===== src/hw/rtl/rv32d_pkg.sv =====
`default_nettype none
// ----------------------------------------------------------------------------
// RV32I decoder package
// Mnemonic codes, opcode values and the decoded result record shared by the
// decoder datapath and the top level.
// ----------------------------------------------------------------------------
package rv32d_pkg;

    typedef logic [5:0] mnem_t;
    typedef logic [6:0] opcode_t;

    // Dense mnemonic codes
    localparam mnem_t MN_LUI            = 6'd0;
    localparam mnem_t MN_AUIPC          = 6'd1;
    localparam mnem_t MN_JAL            = 6'd2;
    localparam mnem_t MN_JALR           = 6'd3;
    localparam mnem_t MN_BEQ            = 6'd4;
    localparam mnem_t MN_BNE            = 6'd5;
    localparam mnem_t MN_BLT            = 6'd6;
    localparam mnem_t MN_BGE            = 6'd7;
    localparam mnem_t MN_BLTU           = 6'd8;
    localparam mnem_t MN_BGEU           = 6'd9;
    localparam mnem_t MN_LB             = 6'd10;
    localparam mnem_t MN_LH             = 6'd11;
    localparam mnem_t MN_LW             = 6'd12;
    localparam mnem_t MN_LBU            = 6'd13;
    localparam mnem_t MN_LHU            = 6'd14;
    localparam mnem_t MN_SB             = 6'd15;
    localparam mnem_t MN_SH             = 6'd16;
    localparam mnem_t MN_SW             = 6'd17;
    localparam mnem_t MN_ADDI           = 6'd18;
    localparam mnem_t MN_SLTI           = 6'd19;
    localparam mnem_t MN_SLTIU          = 6'd20;
    localparam mnem_t MN_XORI           = 6'd21;
    localparam mnem_t MN_ORI            = 6'd22;
    localparam mnem_t MN_ANDI           = 6'd23;
    localparam mnem_t MN_SLLI           = 6'd24;
    localparam mnem_t MN_SRLI           = 6'd25;
    localparam mnem_t MN_SRAI           = 6'd26;
    localparam mnem_t MN_ADD            = 6'd27;
    localparam mnem_t MN_SUB            = 6'd28;
    localparam mnem_t MN_SLL            = 6'd29;
    localparam mnem_t MN_SLT            = 6'd30;
    localparam mnem_t MN_SLTU           = 6'd31;
    localparam mnem_t MN_XOR            = 6'd32;
    localparam mnem_t MN_SRL            = 6'd33;
    localparam mnem_t MN_SRA            = 6'd34;
    localparam mnem_t MN_OR             = 6'd35;
    localparam mnem_t MN_AND            = 6'd36;
    localparam mnem_t MN_ECALL          = 6'd37;
    localparam mnem_t MN_EBREAK         = 6'd38;
    localparam mnem_t MN_BRANCH_UNKNOWN = 6'd39;
    localparam mnem_t MN_WORD           = 6'd40;

    // Major opcodes
    localparam opcode_t OP_LOAD   = 7'h03;
    localparam opcode_t OP_IMM    = 7'h13;
    localparam opcode_t OP_AUIPC  = 7'h17;
    localparam opcode_t OP_STORE  = 7'h23;
    localparam opcode_t OP_REG    = 7'h33;
    localparam opcode_t OP_LUI    = 7'h37;
    localparam opcode_t OP_BRANCH = 7'h63;
    localparam opcode_t OP_JALR   = 7'h67;
    localparam opcode_t OP_JAL    = 7'h6F;
    localparam opcode_t OP_SYSTEM = 7'h73;

    localparam logic [6:0]  FUNCT7_ALT  = 7'h20;
    localparam logic [31:0] INSN_ECALL  = 32'h0000_0073;
    localparam logic [31:0] INSN_EBREAK = 32'h0010_0073;

    // One decoded instruction
    typedef struct packed {
        mnem_t       mnemonic;
        logic [4:0]  dest_reg;
        logic [4:0]  src_reg_a;
        logic [4:0]  src_reg_b;
        logic [11:0] small_imm;
        logic [19:0] upper_imm;
        logic [31:0] target_addr;
    } dec_result_t;

endpackage : rv32d_pkg
`default_nettype wire


===== src/hw/rtl/rv32d_decode.sv =====
`default_nettype none
// ----------------------------------------------------------------------------
// RV32I decode datapath
// Combinational decode of one instruction word into mnemonic, register
// numbers, immediate and branch/jump target.
// ----------------------------------------------------------------------------
module rv32d_decode (
    input  wire logic [31:0]          instr_word,
    input  wire logic [31:0]          pc_address,
    output rv32d_pkg::dec_result_t    result
);
    import rv32d_pkg::*;

    logic [6:0]  opcode;
    logic [4:0]  rd;
    logic [2:0]  f3;
    logic [4:0]  rs1;
    logic [4:0]  rs2;
    logic [6:0]  f7;
    logic [11:0] imm_i;
    logic [11:0] imm_s;
    logic [11:0] shamt;
    logic [31:0] imm_b;
    logic [31:0] imm_j;
    logic [31:0] target;

    // Field extraction
    assign opcode = instr_word[6:0];
    assign rd     = instr_word[11:7];
    assign f3     = instr_word[14:12];
    assign rs1    = instr_word[19:15];
    assign rs2    = instr_word[24:20];
    assign f7     = instr_word[31:25];

    // Immediates
    assign imm_i = instr_word[31:20];
    assign imm_s = {instr_word[31:25], instr_word[11:7]};
    assign shamt = {7'd0, rs2};
    assign imm_b = {{19{instr_word[31]}}, instr_word[31], instr_word[7],
                    instr_word[30:25], instr_word[11:8], 1'b0};
    assign imm_j = {{11{instr_word[31]}}, instr_word[31], instr_word[19:12],
                    instr_word[20], instr_word[30:21], 1'b0};

    // Single shared target adder, wraps mod 2^32
    assign target = pc_address + ((opcode == OP_BRANCH) ? imm_b : imm_j);

    // Mnemonic and operand selection; unused fields stay zero
    always_comb
    begin
        result          = '0;
        result.mnemonic = MN_WORD;
        case (opcode)
            OP_LOAD:
            begin
                if (!(f3 inside {3'd3, 3'd6, 3'd7}))
                begin
                    case (f3)
                        3'd0:    result.mnemonic = MN_LB;
                        3'd1:    result.mnemonic = MN_LH;
                        3'd2:    result.mnemonic = MN_LW;
                        3'd4:    result.mnemonic = MN_LBU;
                        default: result.mnemonic = MN_LHU;
                    endcase
                    result.dest_reg  = rd;
                    result.src_reg_a = rs1;
                    result.small_imm = imm_i;
                end
            end
            OP_IMM:
            begin
                result.dest_reg  = rd;
                result.src_reg_a = rs1;
                result.small_imm = imm_i;
                case (f3)
                    3'd0: result.mnemonic = MN_ADDI;
                    3'd1:
                    begin
                        result.mnemonic  = MN_SLLI;
                        result.small_imm = shamt;
                    end
                    3'd2: result.mnemonic = MN_SLTI;
                    3'd3: result.mnemonic = MN_SLTIU;
                    3'd4: result.mnemonic = MN_XORI;
                    3'd5:
                    begin
                        result.mnemonic  = (f7 == FUNCT7_ALT) ? MN_SRAI : MN_SRLI;
                        result.small_imm = shamt;
                    end
                    3'd6:    result.mnemonic = MN_ORI;
                    default: result.mnemonic = MN_ANDI;
                endcase
            end
            OP_AUIPC:
            begin
                result.mnemonic  = MN_AUIPC;
                result.dest_reg  = rd;
                result.upper_imm = instr_word[31:12];
            end
            OP_STORE:
            begin
                if (f3 inside {3'd0, 3'd1, 3'd2})
                begin
                    case (f3)
                        3'd0:    result.mnemonic = MN_SB;
                        3'd1:    result.mnemonic = MN_SH;
                        default: result.mnemonic = MN_SW;
                    endcase
                    result.src_reg_a = rs1;
                    result.src_reg_b = rs2;
                    result.small_imm = imm_s;
                end
            end
            OP_REG:
            begin
                // only funct7 == 0x20 selects the alternate op
                case (f3)
                    3'd0:    result.mnemonic = (f7 == FUNCT7_ALT) ? MN_SUB : MN_ADD;
                    3'd1:    result.mnemonic = MN_SLL;
                    3'd2:    result.mnemonic = MN_SLT;
                    3'd3:    result.mnemonic = MN_SLTU;
                    3'd4:    result.mnemonic = MN_XOR;
                    3'd5:    result.mnemonic = (f7 == FUNCT7_ALT) ? MN_SRA : MN_SRL;
                    3'd6:    result.mnemonic = MN_OR;
                    default: result.mnemonic = MN_AND;
                endcase
                result.dest_reg  = rd;
                result.src_reg_a = rs1;
                result.src_reg_b = rs2;
            end
            OP_LUI:
            begin
                result.mnemonic  = MN_LUI;
                result.dest_reg  = rd;
                result.upper_imm = instr_word[31:12];
            end
            OP_BRANCH:
            begin
                case (f3)
                    3'd0:    result.mnemonic = MN_BEQ;
                    3'd1:    result.mnemonic = MN_BNE;
                    3'd4:    result.mnemonic = MN_BLT;
                    3'd5:    result.mnemonic = MN_BGE;
                    3'd6:    result.mnemonic = MN_BLTU;
                    3'd7:    result.mnemonic = MN_BGEU;
                    default: result.mnemonic = MN_BRANCH_UNKNOWN;
                endcase
                result.src_reg_a   = rs1;
                result.src_reg_b   = rs2;
                result.target_addr = target;
            end
            OP_JALR:
            begin
                result.mnemonic  = MN_JALR;
                result.dest_reg  = rd;
                result.src_reg_a = rs1;
                result.small_imm = imm_i;
            end
            OP_JAL:
            begin
                result.mnemonic    = MN_JAL;
                result.dest_reg    = rd;
                result.target_addr = target;
            end
            OP_SYSTEM:
            begin
                if (instr_word == INSN_ECALL)
                    result.mnemonic = MN_ECALL;
                else if (instr_word == INSN_EBREAK)
                    result.mnemonic = MN_EBREAK;
            end
            default:
            begin
                result.mnemonic = MN_WORD;
            end
        endcase
    end

endmodule : rv32d_decode
`default_nettype wire


===== src/hw/rtl/rv32i_instruction_decoder_top.sv =====
`default_nettype none
// ----------------------------------------------------------------------------
// RV32I instruction decoder, top level
// Input register, decode logic and result register with valid/stall flow
// control on both sides.
// ----------------------------------------------------------------------------
// One transfer in gives one decoded transfer out, via the input register and
// then the result register. The block takes a new instruction every cycle
// while in_stall is low: decode is a single pass of logic between the two
// registers, and the longest path is the 32-bit target adder. A stall on the
// output holds the result register, and the input side stalls only when both
// registers are full. Fields that an instruction does not use read as zero;
// undecodable words give mnemonic 40 and branches with funct3 2 or 3 give 39.
// ----------------------------------------------------------------------------
module rv32i_instruction_decoder_top (
    input  wire logic               clk,
    input  wire logic               rst_n,
    // instruction channel
    input  wire logic               in_valid,
    output logic                    in_stall,
    input  wire logic [31:0]        instr_word,
    input  wire logic [31:0]        pc_address,
    // decoded channel
    output logic                    out_valid,
    input  wire logic               out_stall,
    output logic [5:0]              mnemonic,
    output logic [4:0]              dest_reg,
    output logic [4:0]              src_reg_a,
    output logic [4:0]              src_reg_b,
    output logic signed [11:0]      small_imm,
    output logic [19:0]             upper_imm,
    output logic [31:0]             target_addr
);
    import rv32d_pkg::*;

    logic        in_vld_reg;
    logic [31:0] instr_reg;
    logic [31:0] pc_reg;
    logic        out_vld_reg;
    dec_result_t res_reg;
    dec_result_t res_next;
    logic        res_load;
    logic        in_load;

    // Flow control: result register advances when empty or being taken
    assign res_load = !out_vld_reg || !out_stall;
    assign in_load  = !in_vld_reg || res_load;
    assign in_stall = !in_load;

    // Valid flags
    always_ff @(posedge clk or negedge rst_n)
    begin
        if (!rst_n)
        begin
            in_vld_reg  <= 1'b0;
            out_vld_reg <= 1'b0;
        end
        else
        begin
            if (in_load)
                in_vld_reg <= in_valid;
            if (res_load)
                out_vld_reg <= in_vld_reg;
        end
    end

    // Input register
    always_ff @(posedge clk)
    begin
        if (in_load && in_valid)
        begin
            instr_reg <= instr_word;
            pc_reg    <= pc_address;
        end
    end

    rv32d_decode u_decode (
        .instr_word (instr_reg),
        .pc_address (pc_reg),
        .result     (res_next)
    );

    // Result register
    always_ff @(posedge clk)
    begin
        if (res_load && in_vld_reg)
            res_reg <= res_next;
    end

    // Output ports
    assign out_valid   = out_vld_reg;
    assign mnemonic    = res_reg.mnemonic;
    assign dest_reg    = res_reg.dest_reg;
    assign src_reg_a   = res_reg.src_reg_a;
    assign src_reg_b   = res_reg.src_reg_b;
    assign small_imm   = signed'(res_reg.small_imm);
    assign upper_imm   = res_reg.upper_imm;
    assign target_addr = res_reg.target_addr;

endmodule : rv32i_instruction_decoder_top
`default_nettype wire

===== config.mk =====
export PLATFORM = sky130hd
export DESIGN_NAME = rv32i_instruction_decoder_top
export DESIGN_NICKNAME = d
export VERILOG_FILES = /design/src/hw/rtl/rv32d_pkg.sv /design/src/hw/rtl/rv32d_decode.sv /design/src/hw/rtl/rv32i_instruction_decoder_top.sv
export SDC_FILE = /design/constraint.sdc
export NUM_CORES = 1
export LEC_CHECK = 0
export ABC_AREA = 0
export BUFFER_PORTS_ARGS = -buffer_cell sky130_fd_sc_hd__clkbuf_2
export CAP_MARGIN = 20
export CORE_ASPECT_RATIO = 2
export CORE_MARGIN = 2
export CORE_UTILIZATION = 35
export DETAILED_ROUTE_END_ITERATION = 10
export SYNTH_ARGS = -nofsm -noshare
export SYNTH_HDL_FRONTEND = slang
export SYNTH_SLANG_ARGS = --single-unit

===== constraint.sdc =====
create_clock -name clk -period 10.1 [get_ports clk]
set_clock_uncertainty 0.2 [all_clocks]
set_input_delay 1.515 -clock clk [delete_from_list [all_inputs] [get_ports clk]]
set_output_delay 1.515 -clock clk [all_outputs]
set_load 0.01 [all_outputs]

==> metrics.md <==
| Metric | Value |
|---|---|
| CP most frequent cell | o21ai_1 |
| Cell accounting for the most synthesized area | edfxtp_1 |
| IO Pins | ~160 |
| Setup crit end kind | flip-flop |
| Crit path arrival time | 4420 ps |
| Post-CTS Setup Bufs | 0 |
| Finished Core Util | a little over two fifths |
| Mean area per synthesized cell | 12.0 µm² |
| Critical Path Max Stage Delay | 530 ps |
| Die area | 22900 µm² |
| Synth warn | 0 |
| # resized after CTS | 0 |
| DP Wirelength | about 16000 µm |
| Cell family contributing the most delay on the critical path | simple AND/OR/NAND/NOR gates |
| # setup viols final | 0 |
| Final min period | 4440 ps |
| Largest net degree at the start of global routing | 65 |
| Post-synth cell types | between 60 and 70 |
| Drt total wl | 20700 µm |
| Mux contribution to synthesized area | 0.546% |
| Max cap viols | 0 |
| Final GP Congestion | 1.01 |
| CP Launch Type | flip-flop |
| Cts hold-fix bufs | 0 |
| Drt first-iter violations | 269 |
| Relative slew slack | 26.0% |
| P&R area growth vs syn | 22.4% |
| Pleak | 3.74 nW |
| Top cells by count, synth | 149 x edfxtp_1, 60 x nand2_1, 51 x nor2_1, 42 x a21oi_1, 36 x ha_1 |
| Post-synth top area share | 59.2% |
| TNS Setup | 0 ps |
| Most common cell in the netlist | edfxtp_1 |
| CTS tree | built |
| Synth area leaders | edfxtp_1 59%, ha_1 6.0%, nand2_1 3.0%, a21oi_1 2.8%, nor2_1 2.5% |
| Peak VDD IR | 0.0000954 V |
| Post-synthesis adder-cell area fraction | 6.22% |
| Buf+Inv Stages, Crit Path | 1 |
| Number of synthesized flops with an enable pin | between 100 and 150 |
| Count of state elements after synthesis | 151 |
| H-tree lvl count | 4 |
| First-pass GRT wire length | a little over 30000 µm |
| Critical-path cell list | inv_2 -> nor3_1 -> nand2_1 -> nor2_1 -> a21o_1 -> ha_1 -> o21ai_1 -> o21ai_1 -> and3_1 -> a211o_1 -> a221oi_4 -> o41ai_2 -> mux2_1 |
| Via count | between 5000 and 6000 |
| Asr flop ratio synth | ~1.3% |
| Avg WL per Cell | 19.2 µm |
| Fmax | 225 MHz |
| Fin. max-slew vios | 0 |
| Skew-Pair Late Insertion Delay | 440 ps |
| Initial Util | 35.3% |
| Post-synthesis sequential area ratio | 59.8% |
| Crit-path max FO | 17 |
| Synth Flop Type | edfxtp_1 |
| Power per cell area | 177 nW/µm² |
| CTS Buf Count | 17 |
| CP Data Required Time | 10080 ps |
| Routed Antenna Nets | 0 |
| Worst hold path class | reg2reg |
| Fraction of layout cells with a size suffix above 1 | a little over a quarter |
| Reg clk slew, reported paths | 60 ps |
| Largest family of logic cells by synthesized area | simple AND/OR/NAND/NOR gates |
| Via/cell ratio | 5.20 |
| Synthesized netlist cell count | 628 |
| Clock Tree Root | clkbuf_16 |
| Initial antenna violation count | 1 |
| Syn Nets | 733 |
| # fillers | 2031 |
| Clk buf depth | 2 |
| Setup CP Type | reg2reg |
| Final period util | about 44% |
| Site Rows | 76 |
| Worst Tran Pin Value | about 1100 ps |
| Core Region | 21400 µm² |
| Post-route DRC | 0 |
| Final Cell Area | 9250 µm² |
| Mapped Area | 7560 µm² |
| CTS sink count | 151 |
| Final nets | 893 |
| Placed cell area | 8650 µm² |
| Fin. Hold Viols | 0 |
| RSZ-0062 raised after global routing | false |
| Slowest-stage cell, CP | nor2_1 |
| Status | finished clean |
| Number of global-route vias before repair | 5591 |
| Number of port buffers | about 150 |
| Die X | around 110 µm |
| Die height | 212 µm |
| Grt total ovfl | 0 |
| Post-synthesis xor/xnor area fraction | around 2.5% |
| Number of detailed-route iterations in the first pass | 7 |
| Total track usage | 18.5% |
| Simple-gate share of the synthesized area | 15.6% |
| Post-synthesis compound-gate area fraction | 13.3% |
worst paths after layout:
path	start	endpoint	slack, ps	cells past startpoint
max reg2reg	instr_reg[5]$_DFFE_PP_	target_addr[31]$_SDFFCE_PN0P_	5660	13
max in group asynchronous	rst_n	in_vld_reg$_DFFE_PN0N_	8950	1
min reg2reg	in_vld_reg$_DFFE_PN0N_	out_valid$_DFFE_PN0P_	290	1
max	instr_reg[5]$_DFFE_PP_	target_addr[31]$_SDFFCE_PN0P_	5660	13
min in group asynchronous	rst_n	out_valid$_DFFE_PN0P_	660	1
min	in_vld_reg$_DFFE_PN0N_	out_valid$_DFFE_PN0P_	290	1
metrics by stage:
step / hold slack, ps / total power, mW / setup WS, ps / std cells
after floorplan: 243 / 0.922 / 1550 / 628
after global placement: 264 / 1.00 / 5810 / 1041
after detailed placement: 274 / 1.00 / 5690 / 1041
after CTS: 288 / 1.65 / 5690 / 1073
after global routing: 315 / 1.70 / 5370 / 1075
final: 286 / 1.64 / 5660 / 1075
layer usage:
layer / track usage (%) / share of wire [%]
met5: 0 / 0
met4: 10.2 / 4.5
met3: 3.02 / 4.0
met2: 36.5 / 58
met1: 17.2 / 33
final cells by class:
cell class | count | area, µm² | share of cell area, %
Multi-Input combinational cell | 440 | 2910 | 31.4
Antenna cell | 1 | 2.50 | 0.0270
Clock inverter | 15 | 173 | 1.87
Inverter | 19 | 71.3 | 0.771
Clock buffer | 17 | 425 | 4.60
Tap cell | 273 | 342 | 3.69
Sequential cell | 151 | 4520 | 48.9
Timing Repair Buffer | 159 | 806 | 8.71
layout by cell type (no fill, tap or decap), types with 5 or more instances in the layout:
cell type,instances
a211oi_1,6
o21ai_1,9
or3_1,5
a31oi_1,5
nand2_1,60
inv_1,16
o21ai_0,12
and2_1,27
nand4_1,10
nand2b_1,9
nor3_1,18
a22o_1,6
a21oi_1,42
nor4_1,7
clkbuf_16,17
xor2_1,11
o211ai_1,6
a21o_1,20
clkinv_2,6
nor2b_1,19
edfxtp_1,149
nor2_1,51
clkbuf_2,154
xnor2_1,11
ha_1,36
nand3_1,14
worst register-to-register path, delay by kind of cell (launching register included):
kind | cells | cell delay (ps)
AOI/OAI and AO/OA | 6 | 1240
muxes | 1 | 320
and+or+nand+nor | 4 | 1540
buffers and inverters | 1 | 110
adders and majority gates | 1 | 290
DFF | 1 | 510
report_power, final:
| part | total, mW | switching (mW) | internal (mW) |
|---|---|---|---|
| Clock | 0.648 | 0.259 | 0.389 |
| Combinational | 0.229 | 0.142 | 0.0873 |
| Sequential | 0.762 | 0.0261 | 0.736 |
| Total | 1.64 | 0.426 | 1.21 |
cell families (layout without fill, tap and decap cells):
family,after synthesis,after routing
and+or+nand+nor,235,235
DFF,151,151
AOI/OAI and AO/OA,142,142
adders and majority gates,37,37
buffers and inverters,37,210
xor gates and xnor gates,22,22
muxes,4,4
other,0,1
No activity file was read; power rests on OpenSTA's default activity.
